===== config.mk =====
export PLATFORM = sky130hd
export DESIGN_NAME = ising_metropolis_spin_update_core
export DESIGN_NICKNAME = d
export VERILOG_FILES = /design/src/isingm_pkg.sv /design/src/isingm_ram.sv /design/src/isingm_front.sv /design/src/isingm_queue.sv /design/src/isingm_back.sv /design/src/ising_metropolis_spin_update_core.sv
export SDC_FILE = /design/constraint.sdc
export NUM_CORES = 2
export LEC_CHECK = 0
export BUFFER_PORTS_ARGS = -buffer_cell sky130_fd_sc_hd__buf_2
export CELL_PAD_IN_SITES_DETAIL_PLACEMENT = 1
export CELL_PAD_IN_SITES_GLOBAL_PLACEMENT = 2
export CORE_AREA = 2 2 413 333
export CTS_CLUSTER_SIZE = 14
export DETAILED_ROUTE_END_ITERATION = 8
export DIE_AREA = 0 0 415 335
export GPL_ROUTABILITY_DRIVEN = 0
export PLACE_DENSITY_LB_ADDON = 0.08
export SLEW_MARGIN = 40
export SYNTH_ARGS = -nofsm -noshare
export SYNTH_HDL_FRONTEND = slang
export SYNTH_SLANG_ARGS = --single-unit

===== constraint.sdc =====
create_clock -name clk -period 36.1 [get_ports clk]
set_input_delay 1.805 -clock clk [delete_from_list [all_inputs] [get_ports clk]]
set_output_delay 1.805 -clock clk [all_outputs]
set_load 0.02 [all_outputs]

===== src/isingm_pkg.sv =====
// Shared types and constants for the Ising Metropolis spin-update core.
// Used by the front, queue, back and top modules; no dependencies.
package isingm_pkg;

  // Fixed field widths of the item and result channels
  localparam int SITE_W   = 5;
  localparam int RAND_W   = 32;
  localparam int THRESH_W = 32;
  localparam int DELTA_W  = 5;
  localparam int ENERGY_W = 13;
  localparam int MAGNET_W = 12;

  // Configuration register map
  localparam int CFG_IDX_W = 1;
  localparam logic [CFG_IDX_W-1:0] CFG_THRESH_4 = 1'd0;
  localparam logic [CFG_IDX_W-1:0] CFG_THRESH_8 = 1'd1;
  localparam logic [THRESH_W-1:0] THRESH_4_RESET = 32'd738927648;
  localparam logic [THRESH_W-1:0] THRESH_8_RESET = 32'd127126737;

  // Command queue between front and back
  localparam int QUEUE_DEPTH = 2;

  typedef enum logic {
    OP_WRITE = 1'b0,
    OP_FLIP  = 1'b1
  } op_t;

  // One classified command, coordinates already reduced into the lattice
  typedef struct packed {
    op_t               op;
    logic              spin_value;
    logic [RAND_W-1:0] rand_word;
    logic [SITE_W-1:0] col;
    logic [SITE_W-1:0] row;
  } cmd_t;

  typedef enum logic [2:0] {
    ST_CLEAR,
    ST_IDLE,
    ST_RD_C,
    ST_RD_L,
    ST_RD_R,
    ST_RD_U,
    ST_RD_D,
    ST_WB
  } back_state_t;

endpackage


===== src/isingm_ram.sv =====
// Generic single-port RAM with registered read data.
// No dependencies.
module isingm_ram #(
  parameter int DATA_W = 1,
  parameter int DEPTH  = 1024
) (
  input  logic                     clk,
  input  logic                     en,
  input  logic                     we,
  input  logic [$clog2(DEPTH)-1:0] addr,
  input  logic [DATA_W-1:0]        wdata,
  output logic [DATA_W-1:0]        rdata
);

  logic [DATA_W-1:0] mem [DEPTH];
  logic [DATA_W-1:0] rdata_r;

  // One access per cycle: write, or read into the output register
  always_ff @(posedge clk) begin
    if (en) begin
      if (we) begin
        mem[addr] <= wdata;
      end else begin
        rdata_r <= mem[addr];
      end
    end
  end

  assign rdata = rdata_r;

endmodule


===== src/isingm_front.sv =====
// Front end: takes input items, folds the site into the lattice and classifies
// the operation. Depends on isingm_pkg.
module isingm_front #(
  parameter int LATTICE_WIDTH  = 32,
  parameter int LATTICE_HEIGHT = 32
) (
  input  logic                             clk,
  input  logic                             rst_n,
  input  logic                             in_valid,
  output logic                             in_stall,
  input  logic                             in_func,
  input  logic [isingm_pkg::SITE_W-1:0]    in_site_x,
  input  logic [isingm_pkg::SITE_W-1:0]    in_site_y,
  input  logic                             in_spin_value,
  input  logic [isingm_pkg::RAND_W-1:0]    in_rand_word,
  input  logic                             busy,
  input  logic                             q_full,
  output logic                             push_valid,
  output isingm_pkg::cmd_t                 push_data
);
  import isingm_pkg::*;

  // Compare-and-subtract steps needed to fold a site field into range
  localparam int COL_STEPS = ((2 ** SITE_W) - 1) / LATTICE_WIDTH;
  localparam int ROW_STEPS = ((2 ** SITE_W) - 1) / LATTICE_HEIGHT;

  logic              valid_r;
  cmd_t              cmd_r;
  logic [SITE_W-1:0] col_v;
  logic [SITE_W-1:0] row_v;
  logic              take_in;
  logic              push_done;

  // Fold column and row into the lattice
  always_comb begin
    col_v = in_site_x;
    for (int i = 0; i < COL_STEPS; i++) begin
      if (int'(col_v) >= LATTICE_WIDTH) begin
        col_v = col_v - SITE_W'(LATTICE_WIDTH);
      end
    end
    row_v = in_site_y;
    for (int i = 0; i < ROW_STEPS; i++) begin
      if (int'(row_v) >= LATTICE_HEIGHT) begin
        row_v = row_v - SITE_W'(LATTICE_HEIGHT);
      end
    end
  end

  assign in_stall  = busy || (valid_r && q_full);
  assign take_in   = in_valid && !in_stall;
  assign push_done = valid_r && !q_full;

  // Staging register ahead of the queue
  always_ff @(posedge clk) begin
    if (!rst_n) begin
      valid_r <= 1'b0;
    end else if (take_in) begin
      valid_r <= 1'b1;
    end else if (push_done) begin
      valid_r <= 1'b0;
    end
  end

  always_ff @(posedge clk) begin
    if (take_in) begin
      cmd_r.op         <= in_func ? OP_FLIP : OP_WRITE;
      cmd_r.spin_value <= in_spin_value;
      cmd_r.rand_word  <= in_rand_word;
      cmd_r.col        <= col_v;
      cmd_r.row        <= row_v;
    end
  end

  assign push_valid = valid_r;
  assign push_data  = cmd_r;

endmodule


===== src/isingm_queue.sv =====
// Short command queue decoupling the front end from the update sequencer.
// Depends on isingm_pkg.
module isingm_queue (
  input  logic             clk,
  input  logic             rst_n,
  input  logic             push_valid,
  input  isingm_pkg::cmd_t push_data,
  output logic             full,
  input  logic             pop,
  output logic             pop_valid,
  output isingm_pkg::cmd_t pop_data
);
  import isingm_pkg::*;

  localparam int PTR_W = $clog2(QUEUE_DEPTH);
  localparam int CNT_W = $clog2(QUEUE_DEPTH + 1);

  cmd_t             entry_r [QUEUE_DEPTH];
  logic [PTR_W-1:0] wr_ptr_r;
  logic [PTR_W-1:0] rd_ptr_r;
  logic [CNT_W-1:0] count_r;
  logic             do_push;
  logic             do_pop;

  assign full      = (count_r == CNT_W'(QUEUE_DEPTH));
  assign pop_valid = (count_r != '0);
  assign do_push   = push_valid && !full;
  assign do_pop    = pop && pop_valid;
  assign pop_data  = entry_r[rd_ptr_r];

  // Pointers and fill count
  always_ff @(posedge clk) begin
    if (!rst_n) begin
      wr_ptr_r <= '0;
      rd_ptr_r <= '0;
      count_r  <= '0;
    end else begin
      if (do_push) begin
        wr_ptr_r <= wr_ptr_r + PTR_W'(1);
      end
      if (do_pop) begin
        rd_ptr_r <= rd_ptr_r + PTR_W'(1);
      end
      if (do_push && !do_pop) begin
        count_r <= count_r + CNT_W'(1);
      end else if (do_pop && !do_push) begin
        count_r <= count_r - CNT_W'(1);
      end
    end
  end

  always_ff @(posedge clk) begin
    if (do_push) begin
      entry_r[wr_ptr_r] <= push_data;
    end
  end

endmodule


===== src/isingm_back.sv =====
// Update sequencer: reads a site and its four neighbors from the spin RAM,
// decides the flip, writes back and keeps the totals. Depends on isingm_pkg
// and isingm_ram.
module isingm_back #(
  parameter int LATTICE_WIDTH  = 32,
  parameter int LATTICE_HEIGHT = 32
) (
  input  logic                                 clk,
  input  logic                                 rst_n,
  input  logic                                 cfg_we,
  input  logic [isingm_pkg::CFG_IDX_W-1:0]     cfg_index,
  input  logic [isingm_pkg::THRESH_W-1:0]      cfg_data,
  input  logic                                 q_valid,
  input  isingm_pkg::cmd_t                     q_data,
  output logic                                 q_pop,
  output logic                                 busy,
  output logic                                 out_valid,
  input  logic                                 out_stall,
  output logic                                 out_accepted,
  output logic signed [isingm_pkg::DELTA_W-1:0]  out_delta_energy,
  output logic signed [isingm_pkg::ENERGY_W-1:0] out_energy_total,
  output logic signed [isingm_pkg::MAGNET_W-1:0] out_magnetization
);
  import isingm_pkg::*;

  localparam int SITES = LATTICE_WIDTH * LATTICE_HEIGHT;
  localparam int AW    = $clog2(SITES);
  localparam int XW    = $clog2(LATTICE_WIDTH);
  localparam int YW    = $clog2(LATTICE_HEIGHT);
  localparam int EW    = AW + 3;
  localparam int MW    = AW + 2;
  localparam logic signed [EW-1:0] ENERGY_RESET = EW'(-2 * SITES);
  localparam logic signed [MW-1:0] MAGNET_RESET = MW'(-SITES);
  localparam logic signed [MW-1:0] MAG_STEP_UP  = MW'(2);
  localparam logic signed [MW-1:0] MAG_STEP_DN  = MW'(-2);

  back_state_t         state_r, state_nxt;
  cmd_t                cmd_r;
  logic [AW-1:0]       clr_addr_r;
  logic                sc_r;
  logic [2:0]          nb_r;
  logic signed [EW-1:0] energy_r;
  logic signed [MW-1:0] magnet_r;
  logic [THRESH_W-1:0] thresh4_r;
  logic [THRESH_W-1:0] thresh8_r;
  logic                out_valid_r;
  logic                out_acc_r;
  logic signed [DELTA_W-1:0]  out_de_r;
  logic signed [ENERGY_W-1:0] out_e_r;
  logic signed [MAGNET_W-1:0] out_m_r;

  logic                ram_en;
  logic                ram_we;
  logic [AW-1:0]       ram_addr;
  logic [0:0]          ram_wdata;
  logic [0:0]          ram_rdata;

  logic [XW-1:0]       col_c, col_l, col_r, sel_col;
  logic [YW-1:0]       row_c, row_u, row_d, sel_row;
  logic                out_free;
  logic                wb_go;
  logic                clr_last;
  logic [2:0]          ones;
  logic signed [DELTA_W-1:0] nsum2;
  logic signed [DELTA_W-1:0] de;
  logic                take;
  logic signed [EW-1:0] energy_nxt;
  logic signed [MW-1:0] magnet_nxt;
  logic signed [31:0]  energy_ext;
  logic signed [31:0]  magnet_ext;

  isingm_ram #(
    .DATA_W (1),
    .DEPTH  (SITES)
  ) u_spin_ram (
    .clk   (clk),
    .en    (ram_en),
    .we    (ram_we),
    .addr  (ram_addr),
    .wdata (ram_wdata),
    .rdata (ram_rdata)
  );

  // Wrapped neighbor coordinates
  assign col_c = XW'(cmd_r.col);
  assign row_c = YW'(cmd_r.row);
  assign col_l = (col_c == '0) ? XW'(LATTICE_WIDTH - 1) : col_c - XW'(1);
  assign col_r = (col_c == XW'(LATTICE_WIDTH - 1)) ? '0 : col_c + XW'(1);
  assign row_u = (row_c == '0) ? YW'(LATTICE_HEIGHT - 1) : row_c - YW'(1);
  assign row_d = (row_c == YW'(LATTICE_HEIGHT - 1)) ? '0 : row_c + YW'(1);

  always_comb begin
    sel_col = col_c;
    sel_row = row_c;
    case (state_r)
      ST_RD_L: sel_col = col_l;
      ST_RD_R: sel_col = col_r;
      ST_RD_U: sel_row = row_u;
      ST_RD_D: sel_row = row_d;
      default: begin
        sel_col = col_c;
        sel_row = row_c;
      end
    endcase
  end

  // Energy change from the site and its neighbors (down neighbor on the RAM port)
  always_comb begin
    ones  = 3'(nb_r[0]) + 3'(nb_r[1]) + 3'(nb_r[2]) + 3'(ram_rdata[0]);
    nsum2 = DELTA_W'({ones, 2'b00}) - DELTA_W'(8);
    de    = sc_r ? nsum2 : -nsum2;
    if (cmd_r.op == OP_WRITE) begin
      take = (cmd_r.spin_value != sc_r);
    end else if (de[DELTA_W-1] || de == '0) begin
      take = 1'b1;
    end else if (de == DELTA_W'(4)) begin
      take = cmd_r.rand_word < thresh4_r;
    end else begin
      take = cmd_r.rand_word < thresh8_r;
    end
    energy_nxt = take ? energy_r + EW'(de) : energy_r;
    magnet_nxt = !take ? magnet_r : (sc_r ? magnet_r + MAG_STEP_DN : magnet_r + MAG_STEP_UP);
    energy_ext = 32'(energy_nxt);
    magnet_ext = 32'(magnet_nxt);
  end

  assign out_free = !out_valid_r || !out_stall;
  assign clr_last = (clr_addr_r == AW'(SITES - 1));

  // Next state
  always_comb begin
    state_nxt = state_r;
    case (state_r)
      ST_CLEAR: if (clr_last) state_nxt = ST_IDLE;
      ST_IDLE:  if (q_valid) state_nxt = ST_RD_C;
      ST_RD_C:  state_nxt = ST_RD_L;
      ST_RD_L:  state_nxt = ST_RD_R;
      ST_RD_R:  state_nxt = ST_RD_U;
      ST_RD_U:  state_nxt = ST_RD_D;
      ST_RD_D:  state_nxt = ST_WB;
      ST_WB: begin
        if (out_free) begin
          state_nxt = q_valid ? ST_RD_C : ST_IDLE;
        end
      end
      default:  state_nxt = ST_IDLE;
    endcase
  end

  // State outputs: RAM port, queue pop, write-back strobe
  always_comb begin
    ram_en    = 1'b0;
    ram_we    = 1'b0;
    ram_addr  = AW'(sel_row) * AW'(LATTICE_WIDTH) + AW'(sel_col);
    ram_wdata = 1'b0;
    q_pop     = 1'b0;
    wb_go     = 1'b0;
    case (state_r)
      ST_CLEAR: begin
        ram_en   = 1'b1;
        ram_we   = 1'b1;
        ram_addr = clr_addr_r;
      end
      ST_IDLE: q_pop = q_valid;
      ST_RD_C, ST_RD_L, ST_RD_R, ST_RD_U, ST_RD_D: ram_en = 1'b1;
      ST_WB: begin
        wb_go     = out_free;
        ram_en    = out_free && take;
        ram_we    = out_free && take;
        ram_wdata = ~sc_r;
        q_pop     = out_free && q_valid;
      end
      default: begin
        ram_en = 1'b0;
      end
    endcase
  end

  // Control state, totals and configuration
  always_ff @(posedge clk) begin
    if (!rst_n) begin
      state_r     <= ST_CLEAR;
      clr_addr_r  <= '0;
      energy_r    <= ENERGY_RESET;
      magnet_r    <= MAGNET_RESET;
      thresh4_r   <= THRESH_4_RESET;
      thresh8_r   <= THRESH_8_RESET;
      out_valid_r <= 1'b0;
    end else begin
      state_r <= state_nxt;
      if (state_r == ST_CLEAR) begin
        clr_addr_r <= clr_addr_r + AW'(1);
      end
      if (cfg_we) begin
        case (cfg_index)
          CFG_THRESH_4: thresh4_r <= cfg_data;
          CFG_THRESH_8: thresh8_r <= cfg_data;
          default: begin
            thresh4_r <= thresh4_r;
          end
        endcase
      end
      if (wb_go) begin
        energy_r    <= energy_nxt;
        magnet_r    <= magnet_nxt;
        out_valid_r <= 1'b1;
      end else if (!out_stall) begin
        out_valid_r <= 1'b0;
      end
    end
  end

  // Command latch, read captures and result register
  always_ff @(posedge clk) begin
    if (q_pop) begin
      cmd_r <= q_data;
    end
    case (state_r)
      ST_RD_L: sc_r     <= ram_rdata[0];
      ST_RD_R: nb_r[0]  <= ram_rdata[0];
      ST_RD_U: nb_r[1]  <= ram_rdata[0];
      ST_RD_D: nb_r[2]  <= ram_rdata[0];
      default: begin
        nb_r <= nb_r;
      end
    endcase
    if (wb_go) begin
      out_acc_r <= take;
      out_de_r  <= take ? de : '0;
      out_e_r   <= energy_ext[ENERGY_W-1:0];
      out_m_r   <= magnet_ext[MAGNET_W-1:0];
    end
  end

  assign busy              = (state_r == ST_CLEAR);
  assign out_valid         = out_valid_r;
  assign out_accepted      = out_acc_r;
  assign out_delta_energy  = out_de_r;
  assign out_energy_total  = out_e_r;
  assign out_magnetization = out_m_r;

endmodule


===== src/ising_metropolis_spin_update_core.sv =====
// Ising Metropolis spin-update core: front end, command queue, update sequencer.
// The single-port spin RAM serves one item at a time:
// five reads (site and four neighbors) and, if the update is taken, one write-back.
// The write-back waits while a held result is stalled at the output.
// After reset a clearing pass writes every site to spin -1, one site a cycle;
// input is stalled until it ends.
module ising_metropolis_spin_update_core #(
  parameter int LATTICE_WIDTH  = 32,
  parameter int LATTICE_HEIGHT = 32
) (
  input  logic                                   clk,
  input  logic                                   rst_n,
  input  logic                                   cfg_we,
  input  logic [isingm_pkg::CFG_IDX_W-1:0]       cfg_index,
  input  logic [isingm_pkg::THRESH_W-1:0]        cfg_data,
  input  logic                                   in_valid,
  output logic                                   in_stall,
  input  logic                                   in_func,
  input  logic [isingm_pkg::SITE_W-1:0]          in_site_x,
  input  logic [isingm_pkg::SITE_W-1:0]          in_site_y,
  input  logic                                   in_spin_value,
  input  logic [isingm_pkg::RAND_W-1:0]          in_rand_word,
  output logic                                   out_valid,
  input  logic                                   out_stall,
  output logic                                   out_accepted,
  output logic signed [isingm_pkg::DELTA_W-1:0]  out_delta_energy,
  output logic signed [isingm_pkg::ENERGY_W-1:0] out_energy_total,
  output logic signed [isingm_pkg::MAGNET_W-1:0] out_magnetization
);
  import isingm_pkg::*;

  logic busy;
  logic push_valid;
  cmd_t push_data;
  logic q_full;
  logic q_pop;
  logic q_valid;
  cmd_t q_data;

  isingm_front #(
    .LATTICE_WIDTH  (LATTICE_WIDTH),
    .LATTICE_HEIGHT (LATTICE_HEIGHT)
  ) u_front (
    .clk           (clk),
    .rst_n         (rst_n),
    .in_valid      (in_valid),
    .in_stall      (in_stall),
    .in_func       (in_func),
    .in_site_x     (in_site_x),
    .in_site_y     (in_site_y),
    .in_spin_value (in_spin_value),
    .in_rand_word  (in_rand_word),
    .busy          (busy),
    .q_full        (q_full),
    .push_valid    (push_valid),
    .push_data     (push_data)
  );

  isingm_queue u_queue (
    .clk        (clk),
    .rst_n      (rst_n),
    .push_valid (push_valid),
    .push_data  (push_data),
    .full       (q_full),
    .pop        (q_pop),
    .pop_valid  (q_valid),
    .pop_data   (q_data)
  );

  isingm_back #(
    .LATTICE_WIDTH  (LATTICE_WIDTH),
    .LATTICE_HEIGHT (LATTICE_HEIGHT)
  ) u_back (
    .clk               (clk),
    .rst_n             (rst_n),
    .cfg_we            (cfg_we),
    .cfg_index         (cfg_index),
    .cfg_data          (cfg_data),
    .q_valid           (q_valid),
    .q_data            (q_data),
    .q_pop             (q_pop),
    .busy              (busy),
    .out_valid         (out_valid),
    .out_stall         (out_stall),
    .out_accepted      (out_accepted),
    .out_delta_energy  (out_delta_energy),
    .out_energy_total  (out_energy_total),
    .out_magnetization (out_magnetization)
  );

endmodule


Word level (Yosys, flattened, before mapping)
Memory sizes are Yosys's and may differ from the RTL's. A register that Yosys moved wholly into a read port is not among the register bits.
Cells that the tools add are included.
{"block": "word_totals", "latchBits": 0, "in_bits": 82, "ff_bits": 187, "mem_bits_rw": 1112, "n_memories": 2, "romBits": 0}
{"block": "op_classes", "muxes": 36, "magnitude_cmp": 2, "n_bitwise": 3, "reduce_logical": 29, "n_mul": 0, "add_sub_neg": 18, "shifts": 0, "n_eq_ne": 17, "div": 0}
{"name": "u_back.u_spin_ram.mem", "depth": 1024, "width": 1, "read_ports": 1, "rd_clocked_by_memory_dff": 1, "wr": 1, "line": "isingm_ram.sv:15", "text": "logic [DATA_W-1:0] mem [DEPTH];"}
{"name": "u_queue.entry_r", "depth": 2, "width": 44, "read_ports": 1, "rd_clocked_by_memory_dff": 1, "wr": 1, "line": "isingm_queue.sv:18", "text": "cmd_t entry_r [QUEUE_DEPTH];"}
{"operator": "less-than comparator 32 bit", "n": 2}
{"operator": "two-way mux 5 bit", "n": 5}
{"operator": "two-way mux 12 bit", "n": 2}
{"operator": "case mux 3 bit (8 select lines)", "n": 1}
{"operator": "case mux 5 bit (2 select lines)", "n": 2}
{"operator": "logical NOT 5 bit", "n": 3}
{"operator": "two-way mux 1 bit", "n": 15}
{"operator": "adder 13 x 5 -> 13 bit", "n": 1}
{"operator": "two-way mux 13 bit", "n": 1}
{"operator": "adder 12 x 2 -> 12 bit (second input constant)", "n": 1}
{"operator": "adder 12 x 3 -> 12 bit (second input constant)", "n": 1}
{"operator": "== test 3 bit (second input constant)", "n": 4}
{"operator": "adder 10 x 1 -> 10 bit (second input constant)", "n": 1}
{"operator": "adder 10 x 5 -> 10 bit", "n": 1}
{"operator": "adder 5 x 1 -> 5 bit (second input constant)", "n": 2}
{"operator": "== test 10 bit (second input constant)", "n": 1}
{"operator": "== test 5 bit (second input constant)", "n": 2}
{"operator": "two-way mux 10 bit", "n": 1}
{"operator": "subtractor 5 x 1 -> 5 bit (second input constant)", "n": 2}
{"operator": "two-way mux 3 bit", "n": 3}
{"operator": "logical AND 1 bit", "n": 8}
{"operator": "!= test 2 x 1 -> 1 bit (second input constant)", "n": 4}
{"operator": "adder 3 x 1 -> 3 bit", "n": 2}
{"operator": "== test 3 x 2 -> 1 bit (second input constant)", "n": 2}
{"operator": "other kinds (20)", "n": 38}

Longest topological paths before layout
{"block": "depth", "depth_word": 15, "mapped_depth": 19}

Hierarchy
Synthesis repeated with hierarchy kept, for this count alone.
{"block": "unflattened", "hier_cells": 4442, "area_unflattened_um2": 58751.3}
{"mod": "isingm_ram", "cells_per_inst": 3216, "area_per_inst_um2": 44341.3, "seq_area_each_um2": 30779.5, "n_inst": 1}
{"mod": "isingm_back", "cells_per_inst": 1014, "area_per_inst_um2": 9619.2, "seq_area_each_um2": 4224.1, "n_inst": 1}
{"mod": "isingm_queue", "cells_per_inst": 162, "area_per_inst_um2": 3409.5, "seq_area_each_um2": 2742.6, "n_inst": 1}
{"mod": "isingm_front", "cells_per_inst": 50, "area_per_inst_um2": 1381.3, "seq_area_each_um2": 1341.3, "n_inst": 1}

Worst setup path after synthesis
No wires, ideal clock.
{"block": "synth_path", "path_type": "reg2reg", "startpoint": "reg u_back.state_r[0]", "endpoint": "mem u_back.u_spin_ram.mem[0], data pin", "setup_slack_ns": 6.446, "required_ns": 31.134, "setup_time_ns": 4.966, "t_arrival_ns": 24.688, "stages_incl_launch_ff": 6, "path_cell_list": "dfxtp_1 > buf_4 > buf_4 > clkbuf_1 > nand3_1 > nor2_1"}
{"block": "synth_between", "elab_chain_len": 2}
{"element": "start: declaration", "line": "isingm_back.sv:37", "text": "back_state_t state_r, state_nxt;"}
{"element": "start signal: assignment", "line": "isingm_back.sv:190", "text": "state_r <= state_nxt;"}
{"element": "== test 3 bit", "line": "isingm_back.sv:158", "text": "case (state_r)"}
{"element": "two-way mux 1 bit", "line": "isingm_back.sv:158"}
{"element": "via u_back.ram_wdata", "line": "isingm_back.sv:55", "text": "logic [0:0] ram_wdata;"}
{"element": "end: declaration", "line": "isingm_ram.sv:15"}
The timed path passes the listed nets, and every way through them passes these cells.

Worst setup path in the final report
{"block": "layout_path", "startpoint": "reg u_back.u_spin_ram.rdata_r, in the netlist u_back.u_spin_ram.rdata (read register of u_back.u_spin_ram.mem)", "endpoint": "mem u_back.u_spin_ram.mem[223], enable pin"}
{"block": "layout_between", "elab_chain_len": 13, "elab_cells_between_ends": 16}
{"element": "start: declaration", "line": "isingm_ram.sv:16", "text": "logic [DATA_W-1:0] rdata_r;"}
{"element": "adder 3 x 1 -> 3 bit (*)", "line": "isingm_back.sv:109", "text": "ones = 3'(nb_r[0]) + 3'(nb_r[1]) + 3'(nb_r[2]) + 3'(ram_rdata[0]);"}
{"element": "subtractor 5 x 4 -> 5 bit (*)", "line": "isingm_back.sv:110", "text": "nsum2 = DELTA_W'({ones, 2'b00}) - DELTA_W'(8);"}
{"element": "negation 5 bit", "line": "isingm_back.sv:111", "text": "de = sc_r ? nsum2 : -nsum2;"}
{"element": "two-way mux 5 bit (*)", "line": "isingm_back.sv:111"}
{"element": "== test 5 x 4 -> 1 bit / logical NOT 5 bit (equally long branches)", "line": "isingm_back.sv:116, isingm_back.sv:114"}
{"element": "two-way mux 1 bit / logical OR 1 bit (equally long branches)", "line": "isingm_back.sv:116, isingm_back.sv:114"}
{"element": "two-way mux 1 bit (*)", "line": "isingm_back.sv:114", "text": "end else if (de[DELTA_W-1] || de == '0) begin"}
{"element": "two-way mux 1 bit (*)", "line": "isingm_back.sv:112", "text": "if (cmd_r.op == OP_WRITE) begin"}
{"element": "logical AND 1 bit (*)", "line": "isingm_back.sv:168, isingm_back.sv:169"}
{"element": "case mux 1 bit (2 select lines)", "line": "isingm_back.sv:158"}
{"element": "two-way mux 1 bit", "line": "isingm_ram.sv:21", "text": "if (we) begin"}
{"element": "two-way mux 1 bit (*)", "line": "isingm_ram.sv:20", "text": "if (en) begin"}
{"element": "two-way mux 1 bit (implied by the code) (*)", "line": "isingm_ram.sv:22", "text": "mem[addr] <= wdata;"}
Every way passes the cells marked *; elsewhere a longest branch is shown, timed or not.

==> impl_table.tex <==
\begin{tabular}{lr}
\hline
Metric & Value \\
\hline
\multicolumn{2}{l}{\textbf{Synth}} \\
Count of cell types in the netlist & 81 \\
Fraction of the mapped netlist area in adder cells & 0.0204 \\
Synth cell count leaders & 1231 x sky130\_fd\_sc\_hd\_\_edfxtp\_1, 1039 x sky130\_fd\_sc\_hd\_\_nor3\_1, 459 x sky130\_fd\_sc\_hd\_\_nand2\_1, 287 x sky130\_fd\_sc\_hd\_\_clkbuf\_1, 230 x sky130\_fd\_sc\_hd\_\_mux4\_2 \\
Async set-or-reset flop fraction in the synthesized netlist & 0 \\
Multiplexer share of the synthesized area & 0.112 \\
Avg Inst Size Synth & roughly 14 um2 \\
Area fraction in and, or, nand and nor cells after synthesis & 0.134 \\
Synthesis-stage register bit count & between 1000 and 1500 \\
Syn Std Cell Area & roughly 60000 um2 \\
XOR/XNOR Fraction of Synth Area & 0.00508 \\
Post-synth top area share & 0.613 \\
Post-synthesis cell count & 4386 \\
Yosys warnings & 0 \\
Largest family of logic cells by synthesized area & simple AND/OR/NAND/NOR gates \\
Portion of the post-synthesis area used by sequential elements & 0.648 \\
Cell type with the largest total area after synthesis & sky130\_fd\_sc\_hd\_\_edfxtp\_1 \\
Complex-gate fraction of the synthesized area & 0.0440 \\
Flip-flop cell with the highest count after synthesis & sky130\_fd\_sc\_hd\_\_edfxtp\_1 \\
Number of flops mapped to enable cells by yosys & $\sim$1200 \\
Cell types with the largest area share after synthesis & sky130\_fd\_sc\_hd\_\_edfxtp\_1 61\%, sky130\_fd\_sc\_hd\_\_nor3\_1 8.6\%, sky130\_fd\_sc\_hd\_\_mux4\_2 8.6\% \\
Dominant cell by count in the synthesized netlist & sky130\_fd\_sc\_hd\_\_edfxtp\_1 \\
\multicolumn{2}{l}{\textbf{STA}} \\
Tcrit/Tclk final & 0.202 \\
Total negative slack for setup checks & 0 ps \\
Final slew viol count & 0 \\
Setup repair after global routing missed its margin & no \\
Max transition margin & 0.415 \\
Worst-margin pin slew & roughly 870 ps \\
Final count of hold timing violations & 0 \\
Setup Skew & between 30 and 40 ps \\
Max Clock Freq & approximately 140 MHz \\
Final critical delay including setup and external delays & 7290 ps \\
Setup violators final & 0 \\
Minimum hold slack & roughly 440 ps \\
Final WS setup & between 20000 and 30000 ps \\
\multicolumn{2}{l}{\textbf{Detailed routing}} \\
Total Routed Length & $\sim$160 mm \\
Number of DRC violations after detailed-routing iteration 0 & around 3700 \\
Post-detailed-route wirelength per cell & around 26 um \\
DRC & 0 \\
Drt first pass iters & 6 \\
Vias per cell & between 6 and 7 \\
Routed via count & 37600 \\
Number of nets still failing antenna checks after routing & 0 \\
\multicolumn{2}{l}{\textbf{Global route}} \\
Via count of the first global-routing pass & around 39000 \\
Maximum number of pins on one net before global-route repair & 234 \\
Total routing resource utilization after global routing & 0.236 \\
Total congestion overflow after global routing & 0 \\
Initial antenna violation count & 6 \\
Global-route wire length before repair & about 250 mm \\
\multicolumn{2}{l}{\textbf{Pwr}} \\
Power density over the cells & 48.3 nW/um2 \\
Design Power & $\sim$3.2 mW \\
Max IR drop VDD & $\sim$0.052 mV \\
LEAKAGE & between 20 and 25 nW \\
\multicolumn{2}{l}{\textbf{Clocking}} \\
Number of setup buffers added after CTS & 0 \\
Clock network latency to the later pin of the worst-skew pair & about 800 ps \\
CTS resizes & 0 \\
Number of H-tree levels & 4 \\
Total clock sinks & about 1300 \\
Clock root buffer & sky130\_fd\_sc\_hd\_\_clkbuf\_16 \\
Clock-pin slew on the worst setup and hold paths & about 60 ps \\
Quantity of hold-fixing buffers added after cts & 0 \\
TritonCTS clock tree & done \\
TritonCTS buffer count & between 100 and 150 \\
Number of buffers on the longest clock path & 3 \\
\multicolumn{2}{l}{\textbf{Run status}} \\
Outcome & finished, final reports clean \\
\multicolumn{2}{l}{\textbf{Final layout}} \\
Area growth syn-to-layout & 11.1\% \\
Fraction of layout cells with a size suffix above 1 & 0.170 \\
Number of fill cells & approximately 13000 \\
Final-stage net count & $\sim$4500 \\
\multicolumn{2}{l}{\textbf{Critical path}} \\
Critical Path End Type & flop \\
Crit path launch type & flop \\
Cell with the largest stage delay on the worst path & sky130\_fd\_sc\_hd\_\_fa\_1 \\
Max incr delay on CP & a little over 600 ps \\
Worst Setup Path Type & reg2reg \\
Critical Path, Cell by Cell & inv\_1 -> fa\_1 -> fa\_1 -> nor2\_1 -> a32oi\_1 -> nor2\_1 -> a211o\_1 -> a211oi\_1 -> o221ai\_1 -> a31o\_2 -> inv\_2 -> a21oi\_4 -> buf\_4 -> buf\_6 -> buf\_12 -> buf\_16 -> buf\_16 -> nor3\_1 \\
Maximum fanout along the worst path & about 130 \\
Critical Path RT & around 37000 ps \\
Worst path arrival time & $\sim$7800 ps \\
\multicolumn{2}{l}{\textbf{Place}} \\
Buffers on Ports & 109 \\
Detailed placement HPWL & 96.6 mm \\
Worst setup slack after placement & 29040 ps \\
\multicolumn{2}{l}{\textbf{Run}} \\
Max Cap Violations & 0 \\
\multicolumn{2}{l}{\textbf{Die}} \\
Overall die area & $\sim$140000 um2 \\
Effective utilization at floorplan & 0.446 \\
Width of the die & 415 um \\
Overall die height & between 300 and 400 um \\
Standard-cell row count & 121 \\
I/O pins & 115 \\
Area of the core region & about 140000 um2 \\
\multicolumn{2}{l}{\textbf{Hold path}} \\
Tightest Hold Check Type & reg2reg \\
\hline
\end{tabular}
## worst max-delay path: cells and delay by family (launching register included)
kind	cells	cell delay, ps
flip-flops	1	550
adder cells (fa/ha/maj)	2	1200
AO/OA/AOI/OAI	6	2110
buffers and inverters	7	2220
AND/OR/NAND/NOR	3	530
## final cells by class
cell class	instances	area (um2)	area share
multi-input cells	2560	19300	0.287
well taps	1783	2230	0.0333
clock inverters	69	602	0.00898
diodes	3	7.51	0.000112
repair buffers	196	1500	0.0224
inverters	97	364	0.00543
clock buffers	185	3970	0.0592
flip-flops and latches	1336	39100	0.583
## per-layer routing
| layer | vias up | track usage | part of all wire |
|---|---|---|---|
| met4 | 2 | 0.0626 | 0.019 |
| met5 | - | 0 | 0.000080 |
| met1 | 19700 | 0.360 | 0.48 |
| met2 | 877 | 0.354 | 0.45 |
| li1 | 16900 | - | - |
| met3 | 181 | 0.0364 | 0.050 |
## state kept, by name, indices dropped and copies added (netlist names), 5 cells and up
| name | flops |
|---|---|
| u_back.clr_addr_r | 10 |
| u_back.cmd_r | 34 |
| u_back.col_c | 5 |
| u_back.energy_r | 11 |
| u_back.magnet_r | 11 |
| u_back.out_energy_total | 11 |
| u_back.out_magnetization | 11 |
| u_back.row_c | 5 |
| u_back.thresh4_r | 32 |
| u_back.thresh8_r | 32 |
| u_back.u_spin_ram.mem | 1024 |
| u_front.push_data | 44 |
| u_queue.entry_r | 88 |
## through the flow
stage	area, um2	cells	util
final	67000	6229	0.496
after global routing	67000	6227	0.496
after CTS	66900	6223	0.495
after detailed placement	62300	5969	0.462
after global placement	62000	5961	0.459
after floorplan	60300	4390	-
## worst paths after layout
path | from | end | slack [ps] | cells after the start
min | u_front.push_data[32] | u_queue.entry_r[1][32] | 440 | 0
max | u_back.u_spin_ram.rdata | u_back.u_spin_ram.mem[223] | 28810 | 18
max reg2reg | u_back.u_spin_ram.rdata | u_back.u_spin_ram.mem[223] | 28810 | 18
min reg2reg | u_front.push_data[32] | u_queue.entry_r[1][32] | 440 | 0
## cells in the final DEF (no fill, tap or decap), types with 48 or more instances in the layout
cell type                   synthesis  routed
sky130_fd_sc_hd__nor2_1            80      48
sky130_fd_sc_hd__nor3_1          1039    1037
sky130_fd_sc_hd__ha_1              92      92
sky130_fd_sc_hd__dfxtp_1          105     104
sky130_fd_sc_hd__buf_4             22      53
sky130_fd_sc_hd__a21oi_1           92      90
sky130_fd_sc_hd__buf_2             36     111
sky130_fd_sc_hd__nand2_1          459     452
sky130_fd_sc_hd__a22oi_1          105     105
sky130_fd_sc_hd__clkbuf_16          0     152
sky130_fd_sc_hd__edfxtp_1        1231    1231
sky130_fd_sc_hd__mux4_2           230     230
sky130_fd_sc_hd__inv_1             95      94
sky130_fd_sc_hd__mux2_2            62      62
## logic make-up (layout without fill, tap and decap cells)
logic type	Yosys count	count (layout)
mux	336	336
buf+inv	494	547
xor+xnor	35	35
simple gates	1711	1711
compound gates	377	377
other cells	1	8
flops	1336	1336
fa+ha+maj	96	96
## power by group
group / switching (mW) / internal [mW]
Clock: 0.615 / 0.850
Sequential: 0.00196 / 1.67
Combinational: 0.0640 / 0.0345
Total: 0.681 / 2.55
No activity file was read; power rests on OpenSTA's default activity.
